==> config.mk <==
export PLATFORM = sky130hd
export DESIGN_NAME = swm_ctrl
export DESIGN_NICKNAME = d
export VERILOG_FILES = /design/src/swm_pkg.sv /design/src/swm_ctrl.sv
export SDC_FILE = /design/constraint.sdc
export NUM_CORES = 1
export LEC_CHECK = 0
export BUFFER_PORTS_ARGS = -buffer_cell sky130_fd_sc_hd__buf_2
export CAP_MARGIN = 25
export CORE_AREA = 2 2 39 41
export DETAILED_ROUTE_END_ITERATION = 12
export DIE_AREA = 0 0 41 43
export PLACE_DENSITY = 0.62
export RECOVER_POWER = 100
export SETUP_SLACK_MARGIN = 0.02
export SLEW_MARGIN = 40
export SYNTH_ARGS = -nofsm -noshare
export SYNTH_HDL_FRONTEND = slang
export SYNTH_SLANG_ARGS = --single-unit
export TNS_END_PERCENT = 20
==> constraint.sdc <==
create_clock -name clock -period 3.16 [get_ports clock]
set_clock_uncertainty 0.2 [all_clocks]
set_input_delay 0.158 -clock clock [delete_from_list [all_inputs] [get_ports clock]]
set_output_delay 0.158 -clock clock [all_outputs]
set_load 0.01 [all_outputs]
==> src/swm_pkg.sv <==
// ----------------------------------------------------------------------------
// swm_pkg: shared constants and types of the sliding-window mode filter
// Field widths, reset values and the command and status groups that pass
// between the controller and the datapath.
// ----------------------------------------------------------------------------
package swm_pkg;

   localparam int WINDOW_MAX_DEF = 1024;
   localparam int VALUE_BITS_DEF = 8;

   localparam int SAMPLE_BITS   = 8;
   localparam int LEN_BITS      = 11;
   localparam int COUNT_BITS    = 11;
   localparam int RSP_DATA_BITS = 24;

   localparam logic [LEN_BITS-1:0]   LEN_RESET = LEN_BITS'(1);
   localparam logic [COUNT_BITS-1:0] COUNT_MAX = '1;

   // one-cycle commands from the controller
   typedef struct packed {
      logic accept;     // input transfer: latch sample, apply restart
      logic win_step;   // read oldest slot, write new sample, advance pointer
      logic rd_old;     // read count of the outgoing sample
      logic dec;        // write decremented count, read count of new sample
      logic rd_new;     // read count of new sample
      logic inc;        // write incremented count, update mode
      logic scan_step;  // read next count of the rescan
      logic out_load;   // load result into the output register
   } swm_cmd_type;

   typedef struct packed {
      logic full;       // window already full (valid while win_step)
      logic emit;       // this sample produces a result
      logic same;       // outgoing sample equals the new one
      logic search;     // mode left the window, rescan needed
      logic scan_last;  // rescan is at the last value
      logic out_free;   // output register can take a result
   } swm_stat_type;

endpackage

==> src/swm_ctrl.sv <==
// ----------------------------------------------------------------------------
// swm_ctrl: sequencer of the sliding-window mode filter
// Steps one sample through the window update, the count updates, an
// optional rescan of all counts and, for a result, the load of the output register.
// ----------------------------------------------------------------------------
module swm_ctrl (
   input  logic                 clock,
   input  logic                 reset,
   input  logic                 req_tvalid,
   output logic                 req_tready,
   input  swm_pkg::swm_stat_type stat,
   output swm_pkg::swm_cmd_type  cmd
);
   import swm_pkg::*;

   localparam logic [3:0] S_IDLE   = 4'd0;
   localparam logic [3:0] S_WIN    = 4'd1;
   localparam logic [3:0] S_RD_OLD = 4'd2;
   localparam logic [3:0] S_DEC    = 4'd3;
   localparam logic [3:0] S_RD_NEW = 4'd4;
   localparam logic [3:0] S_INC    = 4'd5;
   localparam logic [3:0] S_SCAN   = 4'd6;
   localparam logic [3:0] S_DRAIN  = 4'd7;
   localparam logic [3:0] S_OUT    = 4'd8;

   logic [3:0] state_ff;
   logic [3:0] state_in;

   assign req_tready = (state_ff == S_IDLE) && !reset;

   always_comb begin
      state_in = state_ff;
      cmd      = '0;
      unique case (state_ff)
         S_IDLE: begin
            if (req_tvalid && req_tready) begin
               cmd.accept = 1'b1;
               state_in   = S_WIN;
            end
         end
         S_WIN: begin
            cmd.win_step = 1'b1;
            state_in     = stat.full ? S_RD_OLD : S_RD_NEW;
         end
         S_RD_OLD: begin
            // same value leaving and entering: counts and mode stay
            if (stat.same) begin
               state_in = S_OUT;
            end else begin
               cmd.rd_old = 1'b1;
               state_in   = S_DEC;
            end
         end
         S_DEC: begin
            cmd.dec  = 1'b1;
            state_in = S_INC;
         end
         S_RD_NEW: begin
            cmd.rd_new = 1'b1;
            state_in   = S_INC;
         end
         S_INC: begin
            cmd.inc = 1'b1;
            if (stat.search) begin
               state_in = S_SCAN;
            end else if (stat.emit) begin
               state_in = S_OUT;
            end else begin
               state_in = S_IDLE;
            end
         end
         S_SCAN: begin
            cmd.scan_step = 1'b1;
            if (stat.scan_last) begin
               state_in = S_DRAIN;
            end
         end
         S_DRAIN: begin
            state_in = S_OUT;
         end
         S_OUT: begin
            if (stat.out_free) begin
               cmd.out_load = 1'b1;
               state_in     = S_IDLE;
            end
         end
         default: begin
            state_in = S_IDLE;
         end
      endcase
   end

   always_ff @(posedge clock) begin
      if (reset) begin
         state_ff <= S_IDLE;
      end else begin
         state_ff <= state_in;
      end
   end

endmodule

After elaboration in Yosys (flattened, before gate mapping) --
Cells that the tools add are included.
Cells by class: eq/ne operators 11, mux-type cells 19, reductions and logical operators 6
Operators by type and width (number):
- $pmux 4 s8 | 1
- $mux 4 | 6
- $eq 4x3->1 const B | 4
- $mux 1 | 11
- $eq 4x2->1 const B | 2
- $eq 4x1->1 const B | 1
- $eq 4x4->1 const B | 1
- $logic_not 4->1 | 1
- $ne 2x2->1 const B | 2
- $mux 3 | 1
- $reduce_and 3->1 | 1
- $logic_and 1x1->1 | 2
- $ne 2x1->1 const B | 1
- $reduce_or 2->1 | 1
- $logic_not 1->1 | 1
Storage, ports and cells: register bits 4, input bits 9, word-level logic and storage cells 37

Depth between registers and ports, before layout --
Gate-level depths: netlist of run 1.
depth in word-level cells 5, depth in mapped cells 5

Worst setup path before layout of run 1 --
No wires, ideal clock.
path kind register to output, start point register state_ff[3], end point output port cmd[7] (netlist name), arrival time 1.343 ns, data required time 2.802 ns, setup slack 1.459 ns, stages on the path, launching flop included 5, cell sequence dfxtp_1 buf_6 or4_4 nor2_1 and2_1
RTL lines:
- from (decl) | RTL line swm_ctrl.sv:26 | logic [3:0] state_ff;
- from (signal assigned) | RTL line swm_ctrl.sv:97 | state_ff <= state_in;
- to (decl) | RTL line swm_ctrl.sv:12 | output swm_pkg::swm_cmd_type cmd

==> results_tabular.tex, run 1 <==
\begin{tabular}{lr}
\hline
Metric & Value \\
\hline
\multicolumn{2}{l}{\textbf{Global route}} \\
Antenna violations before repair & 0 \\
Number of global-route vias before repair & 417 \\
Met3 usage in global routing & 4.71\% \\
Peak-usage layer in the global routing report & met2 \\
Total overflow reported by the global router & 0 \\
Grt met1 use & around 18\% \\
Global router's overall resource usage & 14.8\% \\
Global-route wire length before repair & 1730 µm \\
Met2 capacity usage during global routing & 20.3\% \\
Largest net degree at the start of global routing & 16 \\
\multicolumn{2}{l}{\textbf{Clock network}} \\
Clock latency at the later pin of the worst-skew pair & 240 ps \\
Number of H-tree branching levels & 1 \\
Clock Root Buffer & sky130\_fd\_sc\_hd\_\_clkbuf\_4 \\
Clock buffer count from CTS & 3 \\
Clock transition at the registers of the reported paths & 40 ps \\
Number of sinks handled by clock tree synthesis & 4 \\
CTS tree & done \\
Clock Path Buffers & 2 \\
Cts repair resizes & 0 \\
\multicolumn{2}{l}{\textbf{Worst setup path}} \\
Endpoint type of the worst setup path & output pin \\
Slowest CP cell & sky130\_fd\_sc\_hd\_\_or4\_1 \\
Maximum fanout along the worst path & 14 \\
Startpoint class of the critical path & register \\
Category of the most critical setup path & register to output pin \\
Setup slack of the worst register-to-register path & approximately 1400 ps \\
Cell chain of the critical path & or4\_1, nor2\_1, and2\_0, buf\_2 \\
Req. time, crit path & 2800 ps \\
Data arrival time of the critical path & 1690 ps \\
Critical path's largest stage delay & 640 ps \\
\multicolumn{2}{l}{\textbf{Die}} \\
Floorplan die height & 43 µm \\
Number of placement rows & 14 \\
Total core area & between 1000 and 1500 µm² \\
Die width & between 40 and 50 µm \\
Top-level port count & 18 \\
Area of the die & 1760 µm² \\
Initial cell density of the core & 29.8\% \\
\multicolumn{2}{l}{\textbf{Status}} \\
Status & finished, final reports clean \\
\multicolumn{2}{l}{\textbf{Synthesis}} \\
Share of the synthesized area in the top cell type & between 10\% and 20\% \\
Most frequent cells after synthesis & sky130\_fd\_sc\_hd\_\_nor2\_1, sky130\_fd\_sc\_hd\_\_dfxtp\_1 \\
Cells after synthesis & between 50 and 60 \\
Number of enable-type register cells in the synthesized netlist & 0 \\
Most common cell in the netlist & sky130\_fd\_sc\_hd\_\_nor2\_1 \\
Most used flip-flop cell after synthesis & sky130\_fd\_sc\_hd\_\_dfxtp\_1 \\
Number of warnings issued by yosys & 0 \\
Combined area of all synthesized cells & 413 µm² \\
Async set-or-reset flop fraction in the synthesized netlist & 0\% \\
Nets in the synthesized netlist & 63 \\
Sequential share of the synthesized area & 19.4\% \\
Top cells by area in the synthesized netlist & sky130\_fd\_sc\_hd\_\_dfxtp\_1, sky130\_fd\_sc\_hd\_\_nor2\_1, sky130\_fd\_sc\_hd\_\_nor3b\_1, sky130\_fd\_sc\_hd\_\_nand2b\_1, sky130\_fd\_sc\_hd\_\_nor2b\_1 \\
Average cell area after synthesis & 7.65 µm² \\
Unique masters post-synth & 29 \\
Post-synthesis register bit count & 4 \\
Most area-hungry cell type in the Yosys netlist & sky130\_fd\_sc\_hd\_\_dfxtp\_1 \\
\multicolumn{2}{l}{\textbf{Route}} \\
DRT Pass-1 Iters & 4 \\
DRC errors left & 0 \\
Antenna viol nets, final & 0 \\
Mean number of vias per cell & 5.23 \\
Via total after detailed routing & 455 \\
Final Routed Wirelength & approximately 1000 µm \\
Average wire length per cell after detail routing & roughly 12 µm \\
Count of routing violations after the opening detailed-route iteration & 13 \\
\multicolumn{2}{l}{\textbf{Final layout}} \\
Final design utilization & 35.9\% \\
Register with the most flip-flops & state\_ff \\
Flip-flop count of the largest register after layout & 4 \\
Area growth, synth to finish & 20.3\% \\
Fraction of layout cells with a size suffix above 1 & 21.1\% \\
Largest registers & state\_ff x4 \\
Total Nets Final & between 80 and 90 \\
Number of inserted diodes & 0 \\
\multicolumn{2}{l}{\textbf{Placed design}} \\
Buffers added on ports & 17 \\
Post-detailed-placement half-perimeter wirelength & 721 µm \\
Worst-case setup slack after placement & 1410 ps \\
RD Place Congestion & 0.720 \\
\multicolumn{2}{l}{\textbf{Timing}} \\
Final worst-path cycle share & 64.9\% \\
Slew margin rel. & between 70\% and 80\% \\
Setup violators final & 0 \\
Max frequency & 487 MHz \\
Final Slew Violations & 0 \\
Sum of negative setup slack & 0 ps \\
Worst-case setup margin in the final layout & 1110 ps \\
Total count of hold-check failures in the final report & 0 \\
Worst Tran Pin Value & 426 ps \\
Unrepaired setup endpoints after global routing & false \\
Final min period & 2050 ps \\
\multicolumn{2}{l}{\textbf{Power}} \\
Areal power density over the cells & 352 nW/µm² \\
Max IR drop VDD & 0.183 mV \\
Static power due to leakage & between 0.0002 and 0.00025 µW \\
\multicolumn{2}{l}{\textbf{Min path}} \\
Path type of the worst min-delay path & input pin to register \\
\multicolumn{2}{l}{\textbf{Flow run}} \\
Max capacitance violation total & 0 \\
\hline
\end{tabular}
[critical path, delay by kind of cell, from the launching register on]
kind	cells	cell delay (ps)
buffers and inverters	1	120
DFF	1	420
and+or+nand+nor	3	910
[final timing paths]
kind,from,endpoint,cells after the start
hold / removal,req_tvalid,state_ff[3]$_SDFFE_PP0P_,2
hold reg to reg,state_ff[3]$_SDFFE_PP0P_,state_ff[0]$_SDFFE_PP0P_,2
setup reg to reg,state_ff[0]$_SDFFE_PP0P_,state_ff[0]$_SDFFE_PP0P_,4
setup / recovery,state_ff[0]$_SDFFE_PP0P_,cmd[7],4
[layout make-up]
cell class                 instances  area [µm²]
timing repair buffer              18        86.3
clock buffer                       3        22.5
sequential                         4        80.1
fill                             168         887
tap                               16        20.0
multi-input combinational         43         277
inverter                           3        11.3
[what timing repair did]
action / CTS / global route
hold endpoints to repair: 2 / 0
setup endpoints to repair: 0 / 0
hold buffers: 1 / 0
setup buffers: 0 / 0
[cells by family after synthesis]
kind of cell / Yosys count / share of synthesized area (%)
flip-flops: 4 / 19.4
buffers and inverters: 7 / 10.3
AND/OR/NAND/NOR: 32 / 49.7
AO/OA/AOI/OAI: 11 / 20.6
[per-layer routing]
metal	routed length, µm	vias to the layer above
met5	0	-
met4	22	0
met3	38	2
met2	494	10
met1	446	215
li1	-	228
[placed cells by master (no fill, tap or decap), types with 3 or more instances in the layout]
master / instances
sky130_fd_sc_hd__clkbuf_1: 7
sky130_fd_sc_hd__a21oi_1: 3
sky130_fd_sc_hd__dfxtp_1: 4
sky130_fd_sc_hd__nor2b_1: 3
sky130_fd_sc_hd__o21ai_0: 3
sky130_fd_sc_hd__nor3b_1: 3
sky130_fd_sc_hd__buf_2: 10
sky130_fd_sc_hd__clkbuf_4: 3
sky130_fd_sc_hd__nand2b_1: 3
sky130_fd_sc_hd__inv_1: 3
sky130_fd_sc_hd__nor2_1: 8
[power by group]
part	total (µW)	internal, µW	switching [µW]
clock	66.5	42.7	23.8
sequential	63.1	53.7	9.41
combinational	45.2	21.2	24.0
total	175	118	57.3
[through the flow]
step | instance area [µm²] | hold WS (ps) | cells | power, µW
global route | 497 | 51.0 | 87 | 188
global placement | 487 | 216 | 83 | 111
detailed placement | 487 | 226 | 83 | 113
CTS | 519 | 48.3 | 87 | 183
finish | 497 | 44.6 | 87 | 175
floorplan | 413 | 29.4 | 54 | 97.9
No activity file was read; power rests on OpenSTA's default activity.
==> run 2: changes to the inputs <==
clock period = 1.9 ns   (was 3.16 ns; I/O delays follow)
==> run 2 against run 1 <==
Compared with the run above:
- combinational power up 95%
- non-clock buffer count is 1 higher
- largest cell class unchanged
- die area did not move
- highest routed layer is now met3
- critical path type unchanged
==> results_tabular.tex, run 2 (synthesis results as in run 1) <==
\begin{tabular}{lr}
\hline
Metric & Value \\
\hline
\multicolumn{2}{l}{\textbf{Worst setup path}} \\
Buffer and inverter count on the worst path & 1 (unchanged) \\
Worst setup path start & state\_ff[0]\$\_SDFFE\_PP0P\_ (unchanged) \\
Startpoint class of the critical path & register (unchanged) \\
Req. time, crit path & 1600 ps (was 2800 ps) \\
Category of the most critical setup path & register to output pin (unchanged) \\
Critical path's largest stage delay & 570 ps (was 640 ps) \\
Cell chain of the critical path & or4\_4, nor2\_2, and2\_1, buf\_2 (was or4\_1, nor2\_1, and2\_0, buf\_2) \\
Slowest CP cell & sky130\_fd\_sc\_hd\_\_or4\_4 (was sky130\_fd\_sc\_hd\_\_or4\_1) \\
Worst Reg-to-Reg Cells & 5 (was 4) \\
Setup slack of the worst register-to-register path & 250 ps (was 1400 ps) \\
Endpoint type of the worst setup path & output pin (unchanged) \\
Maximum fanout along the worst path & 7 (was 14) \\
Data arrival time of the critical path & 1500 ps (was 1690 ps) \\
R2r endpoint & state\_ff[1]\$\_SDFFE\_PP0P\_ (was state\_ff[0]\$\_SDFFE\_PP0P\_) \\
Family with the most delay on the worst path & simple AND/OR/NAND/NOR gates (unchanged) \\
Startpoint of the lowest-slack register-to-register path & state\_ff[0]\$\_SDFFE\_PP0P\_ (unchanged) \\
\multicolumn{2}{l}{\textbf{Final layout}} \\
Leading cell type in the layout, fill and taps excluded & sky130\_fd\_sc\_hd\_\_buf\_2 (unchanged) \\
Final design utilization & 37.7\% (was 35.9\%) \\
Fillers & 166 (was 168) \\
Flip-flop count of the largest register after layout & 4 (unchanged) \\
Total Nets Final & 83 (was 82) \\
Area occupied by multi-input gates & 287 µm² (was 277 µm²) \\
Register area & 87.6 µm² (was 80.1 µm²) \\
Number of inserted diodes & 0 (unchanged) \\
Leading cell types in the layout, fill and taps excluded & sky130\_fd\_sc\_hd\_\_buf\_2, sky130\_fd\_sc\_hd\_\_nor2\_1, sky130\_fd\_sc\_hd\_\_clkbuf\_1 (was sky130\_fd\_sc\_hd\_\_buf\_2, sky130\_fd\_sc\_hd\_\_nor2\_1, sky130\_fd\_sc\_hd\_\_clkbuf\_1, sky130\_fd\_sc\_hd\_\_dfxtp\_1) \\
Register with the most flip-flops & state\_ff (unchanged) \\
Area growth, synth to finish & 26.4\% (was 20.3\%) \\
Fraction of layout cells with a size suffix above 1 & 34.7\% (was 21.1\%) \\
Largest registers & state\_ff x4 (unchanged) \\
\multicolumn{2}{l}{\textbf{Min path}} \\
Number of cells traversed by the worst hold path & 2 (unchanged) \\
Worst min-delay path startpoint & req\_tvalid (unchanged) \\
Path type of the worst min-delay path & input pin to register (unchanged) \\
Endpoint of the worst hold-timing path & state\_ff[3]\$\_SDFFE\_PP0P\_ (unchanged) \\
\multicolumn{2}{l}{\textbf{Route}} \\
Count of routing violations after the opening detailed-route iteration & 6 (was 13) \\
Final Routed Wirelength & 1030 µm (was 1000 µm) \\
Antenna viol nets, final & 0 (unchanged) \\
Average wire length per cell after detail routing & 11.6 µm (was 11.5 µm) \\
Mean number of vias per cell & 5.18 (was 5.23) \\
Via total after detailed routing & 456 (was 455) \\
DRC errors left & 0 (unchanged) \\
DRT Pass-1 Iters & 3 (was 4) \\
\multicolumn{2}{l}{\textbf{Die}} \\
Top-level port count & 18 (unchanged) \\
Area of the die & 1760 µm² (unchanged) \\
Total core area & 1380 µm² (unchanged) \\
Die width & 41 µm (unchanged) \\
Initial cell density of the core & 29.8\% (unchanged) \\
Floorplan die height & 43 µm (unchanged) \\
Number of placement rows & 14 (unchanged) \\
\multicolumn{2}{l}{\textbf{Timing}} \\
Slew margin rel. & 80.4\% (was 71.6\%) \\
Sum of negative setup slack & 0 ps (unchanged) \\
Final min period & 1790 ps \\
Setup violators final & 0 (unchanged) \\
Final worst-path cycle share & 94.2\% \\
Max frequency & between 500 and 600 MHz \\
Unrepaired setup endpoints after global routing & false (unchanged) \\
Total count of hold-check failures in the final report & 0 (unchanged) \\
Final Slew Violations & 0 (unchanged) \\
Worst Tran Pin Value & 289 ps (was 426 ps) \\
\multicolumn{2}{l}{\textbf{Clock network}} \\
CTS tree & done (unchanged) \\
Clock Path Buffers & 2 (unchanged) \\
Number of sinks handled by clock tree synthesis & 4 (unchanged) \\
Number of H-tree branching levels & 1 (unchanged) \\
Clock transition at the registers of the reported paths & 30 ps (was 40 ps) \\
Clock latency at the later pin of the worst-skew pair & 230 ps (was 240 ps) \\
Clock buffer count from CTS & 3 (unchanged) \\
Clock Root Buffer & sky130\_fd\_sc\_hd\_\_clkbuf\_4 (unchanged) \\
\multicolumn{2}{l}{\textbf{Placed design}} \\
Buffers added on ports & 17 (unchanged) \\
Post-detailed-placement half-perimeter wirelength & 750 µm (was 721 µm) \\
RD Place Congestion & 0.813 (was 0.720) \\
\multicolumn{2}{l}{\textbf{Global route}} \\
Global router's overall resource usage & 14.3\% (was 14.8\%) \\
Antenna violations before repair & 0 (unchanged) \\
Total overflow reported by the global router & 0 (unchanged) \\
Global-route wire length before repair & 1730 µm (unchanged) \\
Largest net degree at the start of global routing & 16 (unchanged) \\
Number of global-route vias before repair & 430 (was 417) \\
\multicolumn{2}{l}{\textbf{Power}} \\
Max IR drop VDD & 0.409 mV (was 0.183 mV) \\
Clock Power Share & 35.3\% (was 38.0\%) \\
Static power due to leakage & 0.000235 µW (was 0.000219 µW) \\
P\_int & 202 µW (was 118 µW) \\
Switching power & 92.0 µW (was 57.3 µW) \\
Areal power density over the cells & 564 nW/µm² (was 352 nW/µm²) \\
Switching share of power & 31.3\% (was 32.8\%) \\
Sequential share of power & 34.7\% (was 36.1\%) \\
Combinational power share & 30.0\% (was 25.9\%) \\
\multicolumn{2}{l}{\textbf{Status}} \\
Status & finished, final reports clean (unchanged) \\
\multicolumn{2}{l}{\textbf{Flow run}} \\
Max capacitance violation total & 0 (unchanged) \\
\hline
\end{tabular}
run 2: worst max-delay path by stage:
stage	to	slack [ps]	depth (start not counted)
after floorplan	cmd[7]	260	4
after global placement	state_ff[0]$_SDFFE_PP0P_	260	4
after detailed placement	state_ff[2]$_SDFFE_PP0P_	240	4
after CTS	cmd[7]	30	4
after global routing	cmd[7]	30	4
final	cmd[7]	110	4
run 2: stage by stage:
| stage | instance area [µm²] | power [µW] | hold slack [ps] | instances | setup WS [ps] |
|---|---|---|---|---|---|
| 3_5_place_dp | 494 | 193 | 161 | 84 | 238 |
| 4_1_cts | 528 | 303 | 7.59 | 88 | 32.2 |
| 6_report | 522 | 294 | 11.2 | 88 | 110 |
| 5_1_grt | 522 | 319 | 24.5 | 88 | 32.9 |
| 2_1_floorplan | 413 | 163 | -33.6 | 54 | 262 |
| 3_3_place_gp | 494 | 191 | 150 | 84 | 264 |
run 2: layout make-up:
cell class | count | area share [%]
Inverter | 3 | 2.16
Sequential cell | 4 | 16.8
Tap cell | 16 | 3.84
Clock buffer | 3 | 4.32
Timing Repair Buffer | 19 | 18.0
Multi-Input combinational cell | 43 | 54.9
run 2: routing by layer:
layer	up-vias	track usage (%)	wire, µm
met5	-	0	0
met4	0	6.00	0
met3	0	4.71	39
met2	9	21.6	532
met1	214	17.8	453
li1	233	-	-
run 2: power groups by stage:
| stage | logic (µW) | clock network [µW] | registers (µW) |
|---|---|---|---|
| finish | 88.3 | 104 | 102 |
| CTS | 91.7 | 109 | 102 |
| global route | 100 | 115 | 104 |
| floorplan | 67.9 | 0 | 94.9 |
| global placement | 88.5 | 0 | 102 |
| detailed placement | 89.9 | 0 | 103 |
run 2: what timing repair did:
item | in CTS | in global routing
endpoints found under the setup margin | 1 | 1
setup buffers | 0 | 0
hold buffers | 1 | 0
hold endpoints to repair | 2 | 0
resized for setup | 1 | 5
